`src/odo_pkg.sv`:
```
// shared types, constants and helper functions for the odometry block
package odo_pkg;

    // width of the shared multiply and divide datapath
    localparam int WW = 104;
    // quotient bits produced by one division
    localparam int QW = 34;
    // shift-add steps of one multiplication (multiplier operand width)
    localparam int MUL_STEPS = 33;
    localparam int DIV_STEPS = QW;
    // cordic iteration index width (arctangent table depth is 32)
    localparam int IW = 5;
    localparam int DEF_CORDIC_STEPS = 24;

    // pi in Q29 and the cordic gain compensation in Q30
    localparam logic [30:0] PI_Q29 = 31'd1686629713;
    localparam logic [29:0] K_Q30 = 30'd652032874;
    localparam logic [19:0] MEGA = 20'd1000000;

    // configuration register indexes
    localparam logic [2:0] CFG_RADIUS = 3'd0;
    localparam logic [2:0] CFG_BASE   = 3'd1;
    localparam logic [2:0] CFG_CPR    = 3'd2;
    localparam logic [2:0] CFG_LIN    = 3'd3;
    localparam logic [2:0] CFG_ROT    = 3'd4;

    // input item kinds
    localparam logic KIND_SAMPLE = 1'b0;
    localparam logic KIND_POSE   = 1'b1;

    // command to the shared multiply and divide unit
    typedef struct packed {
        logic start;
        logic div;
    } t_md_cmd;

    // arctangent of 2^-i as binary angle
    function automatic logic [29:0] atan_lut(input logic [IW-1:0] i);
        logic [29:0] v;
        unique case (i)
            5'd0:  v = 30'd536870912;
            5'd1:  v = 30'd316933406;
            5'd2:  v = 30'd167458907;
            5'd3:  v = 30'd85005780;
            5'd4:  v = 30'd42667331;
            5'd5:  v = 30'd21354465;
            5'd6:  v = 30'd10680862;
            5'd7:  v = 30'd5340245;
            5'd8:  v = 30'd2670163;
            5'd9:  v = 30'd1335087;
            5'd10: v = 30'd667544;
            5'd11: v = 30'd333772;
            5'd12: v = 30'd166886;
            5'd13: v = 30'd83443;
            5'd14: v = 30'd41721;
            5'd15: v = 30'd20860;
            5'd16: v = 30'd10430;
            5'd17: v = 30'd5215;
            5'd18: v = 30'd2607;
            5'd19: v = 30'd1303;
            5'd20: v = 30'd651;
            5'd21: v = 30'd325;
            5'd22: v = 30'd162;
            5'd23: v = 30'd81;
            5'd24: v = 30'd40;
            5'd25: v = 30'd20;
            5'd26: v = 30'd10;
            5'd27: v = 30'd5;
            5'd28: v = 30'd2;
            5'd29: v = 30'd1;
            default: v = 30'd0;
        endcase
        return v;
    endfunction

    // saturate a 66 bit signed value to 32 bits
    function automatic logic [31:0] sat32(input logic signed [65:0] v);
        logic [31:0] r;
        if (v > 66'sd2147483647) begin
            r = 32'h7FFF_FFFF;
        end else if (v < -66'sd2147483648) begin
            r = 32'h8000_0000;
        end else begin
            r = v[31:0];
        end
        return r;
    endfunction

    // clamp a rounded quotient magnitude and apply its sign
    function automatic logic [31:0] sat_quot(input logic [QW-1:0] q, input logic neg);
        logic [32:0] mag;
        logic [32:0] res;
        if (q > QW'(33'h0_8000_0000)) begin
            mag = 33'h0_8000_0000;
        end else begin
            mag = q[32:0];
        end
        if (neg) begin
            res = 33'd0 - mag;
        end else if (mag == 33'h0_8000_0000) begin
            res = 33'h0_7FFF_FFFF;
        end else begin
            res = mag;
        end
        return res[31:0];
    endfunction

endpackage

```
`src/odo_muldiv.sv`:
```
// shared shift-add multiplier and restoring divider around one wide adder
module odo_muldiv (
    input  logic                    i_clk,
    input  logic                    i_rst_n,
    input  odo_pkg::t_md_cmd        i_cmd,
    input  logic [odo_pkg::WW-1:0]  i_a,
    input  logic [odo_pkg::WW-1:0]  i_b,
    input  logic [odo_pkg::WW-1:0]  i_init,
    output logic                    o_done,
    output logic [odo_pkg::WW-1:0]  o_result
);
    import odo_pkg::*;

    logic            r_busy, r_done, r_div;
    logic [5:0]      r_cnt;
    logic [WW-1:0]   r_acc, r_opa, r_opb;
    logic [QW-1:0]   r_q;
    logic [WW:0]     n_sum;
    logic [WW-1:0]   n_addend;

    // one wide adder: accumulate for multiply, trial subtract for divide
    always_comb begin
        n_addend = r_div ? ~r_opb : r_opa;
        n_sum    = {1'b0, r_acc} + {1'b0, n_addend} + {{WW{1'b0}}, r_div};
    end

    // control
    always_ff @(posedge i_clk) begin
        if (!i_rst_n) begin
            r_busy <= 1'b0;
            r_done <= 1'b0;
            r_cnt  <= '0;
        end else begin
            r_done <= 1'b0;
            if (i_cmd.start) begin
                r_busy <= 1'b1;
                r_cnt  <= i_cmd.div ? 6'(DIV_STEPS - 1) : 6'(MUL_STEPS - 1);
            end else if (r_busy) begin
                r_cnt <= r_cnt - 6'd1;
                if (r_cnt == 6'd0) begin
                    r_busy <= 1'b0;
                    r_done <= 1'b1;
                end
            end
        end
    end

    // datapath
    always_ff @(posedge i_clk) begin
        if (i_cmd.start) begin
            r_div <= i_cmd.div;
            r_acc <= i_init;
            r_opa <= i_a;
            r_opb <= i_b;
            r_q   <= '0;
        end else if (r_busy) begin
            if (r_div) begin
                if (n_sum[WW]) begin
                    r_acc <= n_sum[WW-1:0];
                end
                r_q   <= {r_q[QW-2:0], n_sum[WW]};
                r_opb <= r_opb >> 1;
            end else begin
                if (r_opb[0]) begin
                    r_acc <= n_sum[WW-1:0];
                end
                r_opa <= r_opa << 1;
                r_opb <= r_opb >> 1;
            end
        end
    end

    assign o_done   = r_done;
    assign o_result = r_div ? {{(WW-QW){1'b0}}, r_q} : r_acc;

endmodule

```
`src/odo_cordic.sv`:
```
// iterative cordic rotation that moves x and y by a step along the heading
module odo_cordic #(
    parameter int CORDIC_STEPS = odo_pkg::DEF_CORDIC_STEPS
) (
    input  logic        i_clk,
    input  logic        i_rst_n,
    input  logic        i_start,
    input  logic [63:0] i_mag,
    input  logic        i_neg,
    input  logic [31:0] i_angle,
    input  logic [31:0] i_x,
    input  logic [31:0] i_y,
    output logic        o_done,
    output logic [31:0] o_x,
    output logic [31:0] o_y
);
    import odo_pkg::*;

    logic                r_run, r_fin, r_done;
    logic [IW-1:0]       r_i;
    logic signed [63:0]  r_vx, r_vy;
    logic signed [33:0]  r_z;
    logic [31:0]         r_x, r_y, r_ox, r_oy;
    logic signed [33:0]  n_z0;
    logic                n_flip;
    logic signed [63:0]  n_sx, n_sy, n_rx, n_ry;
    logic signed [33:0]  n_at;

    // fold the angle into the right half plane
    always_comb begin
        n_z0   = 34'(signed'(i_angle));
        n_flip = 1'b0;
        if (n_z0 > 34'sd1073741824) begin
            n_z0   = n_z0 - 34'sd2147483648;
            n_flip = 1'b1;
        end else if (n_z0 < -34'sd1073741824) begin
            n_z0   = n_z0 + 34'sd2147483648;
            n_flip = 1'b1;
        end
    end

    // shifted terms and rounding of the final vector
    always_comb begin
        n_sx = r_vx >>> r_i;
        n_sy = r_vy >>> r_i;
        n_at = 34'(atan_lut(r_i));
        n_rx = (r_vx + 64'sd536870912) >>> 30;
        n_ry = (r_vy + 64'sd536870912) >>> 30;
    end

    // sequencing
    always_ff @(posedge i_clk) begin
        if (!i_rst_n) begin
            r_run  <= 1'b0;
            r_fin  <= 1'b0;
            r_done <= 1'b0;
        end else begin
            r_done <= 1'b0;
            if (i_start) begin
                r_run <= 1'b1;
            end else if (r_run && r_i == IW'(CORDIC_STEPS - 1)) begin
                r_run <= 1'b0;
                r_fin <= 1'b1;
            end else if (r_fin) begin
                r_fin  <= 1'b0;
                r_done <= 1'b1;
            end
        end
    end

    // rotation datapath
    always_ff @(posedge i_clk) begin
        if (i_start) begin
            r_i  <= '0;
            r_z  <= n_z0;
            r_vx <= (i_neg ^ n_flip) ? 64'sd0 - signed'(i_mag) : signed'(i_mag);
            r_vy <= '0;
            r_x  <= i_x;
            r_y  <= i_y;
        end else if (r_run) begin
            r_i <= r_i + 1'b1;
            if (r_z >= 0) begin
                r_vx <= r_vx - n_sy;
                r_vy <= r_vy + n_sx;
                r_z  <= r_z - n_at;
            end else begin
                r_vx <= r_vx + n_sy;
                r_vy <= r_vy - n_sx;
                r_z  <= r_z + n_at;
            end
        end else if (r_fin) begin
            r_ox <= sat32(66'(signed'(r_x)) + 66'(n_rx));
            r_oy <= sat32(66'(signed'(r_y)) + 66'(n_ry));
        end
    end

    assign o_done = r_done;
    assign o_x    = r_ox;
    assign o_y    = r_oy;

endmodule

```
`src/differential_drive_odometry.sv`:
```
// odometry top level: sequencer, pose state, configuration and result register
// an encoder sample goes from acceptance to result through eight 33-step multiplications
// and two 34-step divisions on the one shared wide adder, then through the cordic rotation;
// set pose goes from acceptance straight to the output state
// one transaction at a time; the next is taken as soon as the sequencer is idle again
// reset restores default configuration and clears pose, counts, steps and turn count
module differential_drive_odometry #(
    parameter int CORDIC_STEPS = odo_pkg::DEF_CORDIC_STEPS
) (
    input  logic        i_clk,
    input  logic        i_rst_n,
    input  logic        i_valid,
    output logic        o_stall,
    input  logic        i_kind,
    input  logic [31:0] i_left_count,
    input  logic [31:0] i_right_count,
    input  logic [31:0] i_pose_x,
    input  logic [31:0] i_pose_y,
    input  logic [31:0] i_pose_heading,
    output logic        o_valid,
    input  logic        i_stall,
    output logic [31:0] o_pos_x,
    output logic [31:0] o_pos_y,
    output logic [31:0] o_heading,
    output logic [31:0] o_step_distance,
    output logic [31:0] o_step_rotation,
    output logic [15:0] o_turns,
    input  logic        i_cfg_valid,
    output logic        o_cfg_ready,
    input  logic [2:0]  i_cfg_index,
    input  logic [21:0] i_cfg_data
);
    import odo_pkg::*;

    localparam logic [3:0] S_IDLE = 4'd0;
    localparam logic [3:0] S_D1   = 4'd1;
    localparam logic [3:0] S_L    = 4'd2;
    localparam logic [3:0] S_S    = 4'd3;
    localparam logic [3:0] S_P    = 4'd4;
    localparam logic [3:0] S_V1   = 4'd5;
    localparam logic [3:0] S_D2   = 4'd6;
    localparam logic [3:0] S_R    = 4'd7;
    localparam logic [3:0] S_T    = 4'd8;
    localparam logic [3:0] S_V2   = 4'd9;
    localparam logic [3:0] S_HD   = 4'd10;
    localparam logic [3:0] S_KM   = 4'd11;
    localparam logic [3:0] S_CO   = 4'd12;
    localparam logic [3:0] S_OUT  = 4'd13;

    logic [3:0]        r_state;
    logic              r_issued;
    logic [19:0]       r_radius, r_cpr;
    logic [21:0]       r_base;
    logic [17:0]       r_lin, r_rot;
    logic [31:0]       r_prev_l, r_prev_r, r_x, r_y, r_hd, r_dist, r_rotn;
    logic [15:0]       r_turns;
    logic [32:0]       r_s_abs, r_d_abs;
    logic              r_s_neg, r_d_neg;
    logic [WW-1:0]     r_den, r_w;
    logic              r_ovalid;
    logic [31:0]       r_ox, r_oy, r_ohd, r_odist, r_orot;
    logic [15:0]       r_oturns;

    t_md_cmd           n_cmd;
    logic [WW-1:0]     n_a, n_b, n_init, w_res;
    logic              w_md_done, w_co_done, n_co_start, n_md_state;
    logic [31:0]       w_co_x, w_co_y;
    logic [19:0]       n_cpr;
    logic [21:0]       n_base;
    logic [31:0]       n_dl, n_dr;
    logic [32:0]       n_s, n_d, n_hsum, n_dist_abs;
    logic              n_accept, n_out_free;

    assign n_accept   = i_valid && !o_stall;
    assign n_out_free = !r_ovalid || !i_stall;
    assign n_cpr      = (r_cpr == 20'd0) ? 20'd1 : r_cpr;
    assign n_base     = (r_base == 22'd0) ? 22'd1 : r_base;

    // wrapping count differences, their sum and difference
    always_comb begin
        n_dl = i_left_count - r_prev_l;
        n_dr = i_right_count - r_prev_r;
        n_s  = 33'(signed'(n_dl)) + 33'(signed'(n_dr));
        n_d  = 33'(signed'(n_dr)) - 33'(signed'(n_dl));
    end

    // heading update and step magnitude for the cordic prescale
    always_comb begin
        n_hsum     = 33'(signed'(r_hd)) + 33'(signed'(r_rotn));
        n_dist_abs = r_dist[31] ? 33'd0 - 33'(signed'(r_dist)) : {1'b0, r_dist};
    end

    // operand selection for the shared unit
    always_comb begin
        n_a        = '0;
        n_b        = '0;
        n_init     = '0;
        n_md_state = 1'b1;
        unique case (r_state)
            S_D1: begin
                n_a = WW'(n_cpr);
                n_b = WW'(MEGA);
            end
            S_L: begin
                n_a = WW'(r_lin);
                n_b = WW'(r_radius);
            end
            S_S: begin
                n_a = r_w;
                n_b = WW'(r_s_abs);
            end
            S_P: begin
                n_a    = r_w;
                n_b    = WW'(PI_Q29);
                n_init = r_den >> 1;
            end
            S_V1, S_V2: begin
                n_init = r_w;
                n_b    = r_den << QW - 1;
            end
            S_D2: begin
                n_a = WW'(n_cpr);
                n_b = WW'(n_base);
            end
            S_R: begin
                n_a = WW'(r_rot);
                n_b = WW'(r_radius);
            end
            S_T: begin
                n_a    = r_w << 16;
                n_b    = WW'(r_d_abs);
                n_init = r_den >> 1;
            end
            S_KM: begin
                n_a = WW'(K_Q30);
                n_b = WW'(n_dist_abs);
            end
            default: begin
                n_md_state = 1'b0;
            end
        endcase
        n_cmd.start = n_md_state && !r_issued;
        n_cmd.div   = (r_state == S_V1) || (r_state == S_V2);
        n_co_start  = (r_state == S_CO) && !r_issued;
    end

    odo_muldiv u_muldiv (
        .i_clk    (i_clk),
        .i_rst_n  (i_rst_n),
        .i_cmd    (n_cmd),
        .i_a      (n_a),
        .i_b      (n_b),
        .i_init   (n_init),
        .o_done   (w_md_done),
        .o_result (w_res)
    );

    odo_cordic #(
        .CORDIC_STEPS (CORDIC_STEPS)
    ) u_cordic (
        .i_clk   (i_clk),
        .i_rst_n (i_rst_n),
        .i_start (n_co_start),
        .i_mag   (r_w[63:0]),
        .i_neg   (r_dist[31]),
        .i_angle (r_hd),
        .i_x     (r_x),
        .i_y     (r_y),
        .o_done  (w_co_done),
        .o_x     (w_co_x),
        .o_y     (w_co_y)
    );

    // configuration registers
    always_ff @(posedge i_clk) begin
        if (!i_rst_n) begin
            r_radius <= 20'd30000;
            r_base   <= 22'd200000;
            r_cpr    <= 20'd27610;
            r_lin    <= 18'd65536;
            r_rot    <= 18'd65536;
        end else if (i_cfg_valid) begin
            unique case (i_cfg_index)
                CFG_RADIUS: r_radius <= i_cfg_data[19:0];
                CFG_BASE:   r_base   <= i_cfg_data;
                CFG_CPR:    r_cpr    <= i_cfg_data[19:0];
                CFG_LIN:    r_lin    <= i_cfg_data[17:0];
                CFG_ROT:    r_rot    <= i_cfg_data[17:0];
                default: ;
            endcase
        end
    end

    // sequencer and pose state
    always_ff @(posedge i_clk) begin
        if (!i_rst_n) begin
            r_state  <= S_IDLE;
            r_issued <= 1'b0;
            r_prev_l <= '0;
            r_prev_r <= '0;
            r_x      <= '0;
            r_y      <= '0;
            r_hd     <= '0;
            r_dist   <= '0;
            r_rotn   <= '0;
            r_turns  <= '0;
            r_ovalid <= 1'b0;
        end else begin
            if (r_state == S_OUT && n_out_free) begin
                r_ovalid <= 1'b1;
            end else if (!i_stall) begin
                r_ovalid <= 1'b0;
            end
            if (n_cmd.start || n_co_start) begin
                r_issued <= 1'b1;
            end
            unique case (r_state)
                S_IDLE: begin
                    if (n_accept) begin
                        if (i_kind == KIND_POSE) begin
                            r_x     <= i_pose_x;
                            r_y     <= i_pose_y;
                            r_hd    <= i_pose_heading;
                            r_state <= S_OUT;
                        end else begin
                            r_prev_l <= i_left_count;
                            r_prev_r <= i_right_count;
                            r_s_neg  <= n_s[32];
                            r_d_neg  <= n_d[32];
                            r_s_abs  <= n_s[32] ? 33'd0 - n_s : n_s;
                            r_d_abs  <= n_d[32] ? 33'd0 - n_d : n_d;
                            r_state  <= S_D1;
                        end
                    end
                end
                S_D1, S_D2: begin
                    // distance divisor carries the pi scaling, rotation divisor does not
                    if (w_md_done) begin
                        r_den    <= (r_state == S_D1) ? w_res << 29 : w_res;
                        r_issued <= 1'b0;
                        r_state  <= (r_state == S_D1) ? S_L : S_R;
                    end
                end
                S_L, S_S, S_P, S_R, S_T, S_KM: begin
                    if (w_md_done) begin
                        r_w      <= w_res;
                        r_issued <= 1'b0;
                        unique case (r_state)
                            S_L:     r_state <= S_S;
                            S_S:     r_state <= S_P;
                            S_P:     r_state <= S_V1;
                            S_R:     r_state <= S_T;
                            S_T:     r_state <= S_V2;
                            default: r_state <= S_CO;
                        endcase
                    end
                end
                S_V1: begin
                    if (w_md_done) begin
                        r_dist   <= sat_quot(w_res[QW-1:0], r_s_neg);
                        r_issued <= 1'b0;
                        r_state  <= S_D2;
                    end
                end
                S_V2: begin
                    if (w_md_done) begin
                        r_rotn   <= sat_quot(w_res[QW-1:0], r_d_neg);
                        r_issued <= 1'b0;
                        r_state  <= S_HD;
                    end
                end
                S_HD: begin
                    // wrap past plus or minus pi moves the turn counter
                    r_hd <= n_hsum[31:0];
                    if (n_hsum[32:31] == 2'b01 && r_turns != 16'h7FFF) begin
                        r_turns <= r_turns + 16'd1;
                    end else if (n_hsum[32:31] == 2'b10 && r_turns != 16'h8000) begin
                        r_turns <= r_turns - 16'd1;
                    end
                    r_state <= S_KM;
                end
                S_CO: begin
                    if (w_co_done) begin
                        r_x      <= w_co_x;
                        r_y      <= w_co_y;
                        r_issued <= 1'b0;
                        r_state  <= S_OUT;
                    end
                end
                S_OUT: begin
                    if (n_out_free) begin
                        r_state  <= S_IDLE;
                    end
                end
                default: r_state <= S_IDLE;
            endcase
        end
    end

    // result register
    always_ff @(posedge i_clk) begin
        if (r_state == S_OUT && n_out_free) begin
            r_ox     <= r_x;
            r_oy     <= r_y;
            r_ohd    <= r_hd;
            r_odist  <= r_dist;
            r_orot   <= r_rotn;
            r_oturns <= r_turns;
        end
    end

    assign o_stall         = (r_state != S_IDLE);
    assign o_cfg_ready     = 1'b1;
    assign o_valid         = r_ovalid;
    assign o_pos_x         = r_ox;
    assign o_pos_y         = r_oy;
    assign o_heading       = r_ohd;
    assign o_step_distance = r_odist;
    assign o_step_rotation = r_orot;
    assign o_turns         = r_oturns;

`ifndef SYNTH
    // an accepted transaction always occupies the sequencer on the next cycle
    a_accept_busy: assert property (@(posedge i_clk) disable iff (!i_rst_n)
        n_accept |=> o_stall)
        else $error("sequencer idle after accepted transaction");

    // the shared unit only reports completion in a multiply or divide step
    a_md_done_state: assert property (@(posedge i_clk) disable iff (!i_rst_n)
        w_md_done |-> n_md_state && r_issued)
        else $error("shared unit completed outside its step");

    // the turn counter moves by at most one per transaction
    a_turn_step: assert property (@(posedge i_clk) disable iff (!i_rst_n)
        ##1 (r_turns == $past(r_turns) || r_turns == $past(r_turns) + 16'd1
            || r_turns == $past(r_turns) - 16'd1))
        else $error("turn counter jumped");
`endif

endmodule

```
`config.mk`:
```
export PLATFORM = sky130hd
export DESIGN_NAME = differential_drive_odometry
export DESIGN_NICKNAME = d
export VERILOG_FILES = /design/src/odo_pkg.sv /design/src/odo_muldiv.sv /design/src/odo_cordic.sv /design/src/differential_drive_odometry.sv
export SDC_FILE = /design/constraint.sdc
export NUM_CORES = 2
export LEC_CHECK = 0
export BUFFER_PORTS_ARGS = -buffer_cell sky130_fd_sc_hd__buf_2
export CAP_MARGIN = 25
export CORE_MARGIN = 10
export CORE_UTILIZATION = 52
export DETAILED_ROUTE_END_ITERATION = 10
export GPL_TIMING_DRIVEN = 0
export PLACE_DENSITY = 0.81
export SLEW_MARGIN = 10
export SYNTH_ARGS = -nofsm -noshare
export SYNTH_HDL_FRONTEND = slang
export SYNTH_SLANG_ARGS = --single-unit
```
`constraint.sdc`:
```
create_clock -name i_clk -period 25 [get_ports i_clk]
set_input_delay 3.75 -clock i_clk [delete_from_list [all_inputs] [get_ports i_clk]]
set_output_delay 3.75 -clock i_clk [all_outputs]
set_load 0.03 [all_outputs]
```
After elaboration in Yosys (flattened, before gate mapping)
Memory sizes are Yosys's and may differ from the RTL's. A register that Yosys moved wholly into a read port is not among the register bits.
Index checks and enable logic that the tools add are counted.
- latch bits: 0
- input bits: 191
- logic and storage cells: 276
- flip-flop bits (word level): 1449
- memories: 1
- output and inout port bits: 179
- bits in read-only memories: 960
- memory bits (writable): 0
- memories (name ; words ; bits a word ; read ports ; clocked after Yosys merged registers in ; wr ports ; line ; RTL):
    (name not given) ; 32 ; 30 ; 1 ; 1 ; 0 ; odo_pkg.sv:40 ; unique case (i)
- equality and inequality tests: 35
- magnitude comparators: 8
- bitwise operators: 7
- multipliers: 0
- div/mod/pow operators: 0
- reductions and logical operators: 55
- shift operators: 2
- add/sub/neg operators: 29
- multiplexer cells: 89
- operator list (kind ; number):
    104-bit 2-to-1 mux ; 13
    104-bit one-hot mux with 8 select lines ; 1
    104-bit one-hot mux with 6 select lines ; 1
    32-bit 2-to-1 mux ; 16
    64-bit 2-to-1 mux ; 5
    33-bit 2-to-1 mux ; 7
    104-bit one-hot mux with 2 select lines ; 1
    32-bit one-hot mux with 2 select lines ; 3
    34-bit 2-to-1 mux ; 5
    66-bit by 32-bit greater-than comparator with 1-bit output, second input constant ; 2
    66-bit by 32-bit < comparator with 1-bit output, second input constant ; 2
    64-bit by 31-bit adder with 64-bit output, second input constant ; 2
    64-bit adder ; 2
    64-bit by 5-bit >>> shifter with 64-bit output ; 2
    64-bit subtractor ; 2
    104-bit by 104-bit adder with 105-bit output ; 1
    105-bit by 1-bit adder with 105-bit output ; 1
    104-bit inverter ; 1
    32-bit by 34-bit adder with 35-bit output ; 2
    32-bit by 32-bit adder with 33-bit output ; 2
    33-bit by 32-bit == test with 1-bit output, second input constant ; 2
    1-bit by 33-bit subtractor with 33-bit output, first input constant ; 2
    1-bit by 32-bit subtractor with 32-bit output, first input constant ; 2
    1-bit by 64-bit subtractor with 64-bit output, first input constant ; 1
    62 further kinds ; 147

Depth between registers and ports, before layout
- word-level depth: 9
- gate-level depth with buffers: 38
- mapped depth without buffers: 29

By module
Synthesis repeated with hierarchy kept, for this count alone.
- cell total of the unflattened synthesis: 11586
- area total of the unflattened synthesis: 106444.6 um^2
- modules (own cells, without submodules) (module ; times used ; sequential area each (um^2) ; cells each ; area an instance (um^2)):
    differential_drive_odometry ; 1 ; 20429.6 ; 4711 ; 44580.3
    odo_cordic ; 1 ; 8828.5 ; 4604 ; 39277.7
    odo_muldiv ; 1 ; 10239.8 ; 2271 ; 22586.7

Worst setup path before layout
Ideal clock, no wire load.
- path kind: flip-flop to flip-flop
- start: register u_muldiv.r_div
- end: register u_muldiv.r_acc[0] (enable)
- arrival time: 13460 ps
- library setup time: 710 ps
- path slack: 10830 ps
- clock period less this slack: 14170 ps
- buffers on the path: 11
- data required time: 24290 ps
- cell stages (with the launch flop): 26
- path through: edfxtp_1 clkbuf_1 clkbuf_1 buf_1 clkbuf_1 clkbuf_1 buf_1 clkbuf_1 buf_1 clkbuf_1 clkbuf_1 a21oi_1 ha_1 clkbuf_1 nand4_1 nor4_1 nand2_1 nor3_1 o2111ai_1 nand3b_1 a31oi_1 o21ai_0 a21oi_1 o21bai_1 nor3_1 o21ai_0
- word-level cells in the longest chain between the ends: 5
- elaborated cells on any way between the ends: 6
- those cells by class: add/sub: 2; eq/ne: 1; mux: 1; reduce/logical: 2
- ends and longest elaborated chain (what ; line ; RTL):
    from (decl) ; odo_muldiv.sv:14 ; logic r_busy, r_done, r_div;
    from (signal assigned) ; odo_muldiv.sv:51 ; r_div <= i_cmd.div;
    104-bit 2-to-1 mux ; odo_muldiv.sv:23 ; n_addend = r_div ? ~r_opb : r_opa;
    104-bit by 104-bit adder with 105-bit output ; odo_muldiv.sv:24 ; n_sum = {1'b0, r_acc} + {1'b0, n_addend} + {{WW{1'b0}}, r_div};
    105-bit by 1-bit adder with 105-bit output ; odo_muldiv.sv:24 ;
    3-bit inequality test (no source line) ; -- ;
    3-bit AND reduction (no source line) * ; -- ;
    to (signal assigned) ; odo_muldiv.sv:52 ; r_acc <= i_init;
    to (signal assigned) ; odo_muldiv.sv:59 ; r_acc <= n_sum[WW-1:0];
    to (signal assigned) ; odo_muldiv.sv:65 ; r_acc <= n_sum[WW-1:0];
    to (decl) ; odo_muldiv.sv:16 ; logic [WW-1:0] r_acc, r_opa, r_opb;
Mark *: on every way between the ends. The rest lies on a longest branch, timed or not.
A chain may end at the register's enable or synchronous reset.

Worst setup path in the final report
- start: register u_muldiv.r_div
- end: register u_muldiv.r_acc[58] (enable)
Same word-level chain as after synthesis.

==> summary.txt <==
Place
  – IO buf count: 368
  – Final GP Congestion: 1.108
  – DP Wirelength: 363400 um

Global route
  – Vias in the first global route: 96750
  – Initial antenna violation count: 54
  – Total grt overflow: 0
  – Pin count of the biggest net entering global routing: 56
  – Total track usage: 0.4027
  – First-pass GRT wire length: 666200 um

Routing
  – Vias per cell: 6.764
  – Met1 Routed Length: 163600 um
  – Post-Route WL: 468600 um
  – Via count: 103300
  – Remaining DRCs: 4
  – Met2 WL: 198600 um
  – Final ANT Viol Nets: 0
  – Top sig layer: met5
  – Detailed-route wire length per cell: 30.69 um
  – First-pass DRT Iterations: 11
  – DR WL met3: 62380 um
  – DRT iter0 DRCs: 16180

Clock tree
  – Clk root buf: clkbuf_16
  – Sink Count: 1478
  – Post CTS Setup Buffer Count: 0
  – Hold Buf Count CTS: 0
  – CTS Buf Count: 164
  – Worst skew pair latency: 880 ps
  – CTS tree: done
  – H-tree depth: 4
  – # resized after CTS: 0
  – Reg clk slew, reported paths: 60 ps
  – Clock Path Buffers: 3

Worst setup path
  – Slowest cell delay on critical path: 740 ps
  – Startpoint Class: flop
  – Crit path DAT: 14230 ps
  – Bufs and invs on worst path: 15
  – CP top delay family: buffers and inverters
  – Kind of critical path: reg -> reg
  – WP data required: 25570 ps
  – Slowest CP cell: o21ai_4
  – CP dominant cell by count: clkbuf_1
  – Critical path fanouts, max: 24
  – Crit end category: flop

Finish
  – Layout filler cell count: 17700
  – Area occupied by multi-input gates: 61480 um^2
  – Syn-to-layout area delta: 11.97%
  – Sequential Area: 39500 um^2
  – Final nets: 13150
  – Layout cell share with drive strength beyond 1: 0.1020

Floorplan
  – Total die area: 221400 um^2
  – Core Region: 202100 um^2
  – # IOs: 370
  – Die H: 470.6 um
  – Initial core utilization: 0.5223
  – Row Count: 165
  – Chip width: 470.6 um

STA
  – Final period util: 0.5465
  – Fin crit period: 13660 ps
  – Fmax: 73.20 MHz
  – Setup TNS Final: 0 ps
  – Fin. Hold Viols: 0
  – Tightest Pin Transition: 1244 ps
  – RSZ-0062 raised after global routing: false
  – Final hold slack: 428.6 ps
  – Fin. max-slew vios: 0
  – Setup violators final: 0
  – Skew final: 77.88 ps
  – Worst slew margin: 0.1692

Run status
  – Failing checks: DRC
  – Status: complete, but fails checks

Synth
  – Synth Area per Inst: 8.955 um^2
  – Prevailing post-synth register cell: edfxtp_1
  – Distinct cells, synth: 108
  – Post-synth EDFFs: 990
  – Post-synthesis cell area: 105600 um^2
  – Seq cells post-synth: 1478
  – Async set-or-reset flop fraction in the synthesized netlist: 0
  – Post-synthesis cell count: 11790
  – Register area share after synthesis: 0.3742
  – Syn Nets: 12520
  – YS warnings: 0

Power
  – Power share of the sequential group: 0.215
  – Int Pwr: 9.961 mW
  – Gate power share: 0.656
  – Sw Share: 0.5080
  – PwrDens: 171.3 nW/um^2
  – Worst ir drop on vdd: 92.73 uV
  – Psw: 10.28 mW
  – Clock Power Share: 0.130
  – Leak: 45.38 nW

Min path
  – HP Class: reg -> reg

Job
  – Max cap viols: 0
-- Yosys cell counts, types with 33 or more instances --
cell type	count	area share
nand4_1	116	0.0069
inv_1	350	0.012
mux4_2	198	0.042
o211ai_1	59	0.0042
or2_2	37	0.0022
a222oi_1	36	0.0034
buf_1	52	0.0018
buf_2	33	0.0016
nor2b_1	150	0.0089
o21ai_0	786	0.037
nor3_1	176	0.0083
nor2_1	930	0.033
mux2_2	131	0.014
a31oi_1	89	0.0053
dfxtp_1	488	0.093
a221oi_1	55	0.0046
o31ai_1	104	0.0074
and3_1	81	0.0048
nand2_1	1684	0.060
a21oi_1	1042	0.049
edfxtp_1	990	0.28
mux2i_1	223	0.021
or3_1	76	0.0045
a311oi_1	93	0.0077
nor4_1	70	0.0041
a22oi_1	183	0.013
nand3_1	269	0.013
clkbuf_1	595	0.021
o21bai_1	98	0.0070
xnor2_1	527	0.044
and2_1	53	0.0031
xor2_1	290	0.024
a21o_1	327	0.023
a211oi_1	92	0.0065
o21a_1	83	0.0059
ha_1	523	0.062
a21boi_0	38	0.0027
nand2b_1	100	0.0059
buf_6	37	0.0039
-- sequential cells by signal, indices dropped and copies added (netlist names), 33 cells and up --
name / cells
r_den: 104
r_w: 104
u_muldiv.r_acc: 104
u_muldiv.r_opa: 104
u_muldiv.r_opb: 104
u_cordic.r_vx: 64
u_cordic.r_vy: 64
u_cordic.r_z: 34
u_muldiv.r_q: 34
r_s_abs: 33
-- layout make-up --
| type | instances | share of cell area |
|---|---|---|
| multi-input combinational | 9199 | 0.5201 |
| sequential | 1478 | 0.3342 |
| clock buffer | 218 | 0.03885 |
| buffer | 756 | 0.02887 |
| tap | 2672 | 0.02829 |
| timing repair buffer | 465 | 0.02748 |
| inverter | 355 | 0.01132 |
| clock inverter | 89 | 0.01018 |
| antenna | 35 | 0.0007410 |
-- metrics by stage --
step / instance area, um^2 / power, mW / utilization / instances / setup slack [ps]
after global placement: 110700 / 16.90 / 0.5479 / 14830 / 623.4
final: 118200 / 20.25 / 0.5848 / 15270 / 11340
after CTS: 117900 / 19.65 / 0.5834 / 15210 / 11910
after global routing: 118100 / 21.23 / 0.5844 / 15240 / 11470
after floorplan: 105600 / 13.11 / - / 11790 / 10830
after detailed placement: 112100 / 16.97 / 0.5547 / 14910 / 11960
-- placed cells by master (no fill, tap or decap), types with 183 or more instances in the layout --
| cell | n |
|---|---|
| xor2_1 | 290 |
| a22oi_1 | 183 |
| nand2_1 | 1683 |
| dfxtp_1 | 488 |
| clkbuf_1 | 621 |
| buf_2 | 405 |
| o21ai_0 | 784 |
| inv_1 | 349 |
| a21o_1 | 327 |
| mux2i_1 | 214 |
| xnor2_1 | 527 |
| a21oi_1 | 1041 |
| mux4_2 | 198 |
| nor2_1 | 925 |
| ha_1 | 523 |
| edfxtp_1 | 990 |
| nand3_1 | 269 |
-- routing by layer --
metal,track usage,vias to the layer above
met2,0.6088,7747
met1,0.4777,48730
met4,0.2920,30
li1,-,44660
met5,0.008000,-
met3,0.1342,2097
-- power groups by stage --
stage,clock [mW],sequential (mW),combinational [mW]
after floorplan,0,4.18,8.93
after global placement,0,4.51,12.4
after detailed placement,0,4.33,12.6
after CTS,2.62,4.29,12.7
after global routing,2.72,4.36,14.2
final,2.62,4.34,13.3
-- cell families (layout without fill, tap and decap cells) --
family / after synthesis / in the layout / synth area share
DFF: 1478 / 1478 / 0.3742
AOI/OAI and AO/OA: 3404 / 3404 / 0.2044
other: 1 / 36 / 0.00003552
muxes: 563 / 563 / 0.07914
adders and majority gates: 536 / 536 / 0.06445
buffers and inverters: 1111 / 1883 / 0.04482
xor gates and xnor gates: 817 / 817 / 0.06779
and+or+nand+nor: 3878 / 3878 / 0.1652
-- path summary, 6_finish.rpt --
| kind | cells after the start | from | slack (ps) | end |
|---|---|---|---|---|
| setup / recovery | 29 | u_muldiv.r_div$_DFFE_PP_ | 11340 | u_muldiv.r_acc[58]$_DFFE_PP_ |
| hold reg to reg | 0 | r_dist[31]$_SDFFE_PN0P_ | 430 | o_step_distance[31]$_DFFE_PP_ |
| hold / removal | 0 | r_dist[31]$_SDFFE_PN0P_ | 430 | o_step_distance[31]$_DFFE_PP_ |
| setup reg to reg | 29 | u_muldiv.r_div$_DFFE_PP_ | 11340 | u_muldiv.r_acc[58]$_DFFE_PP_ |
Note: power is estimated with default switching activity, not from simulation.
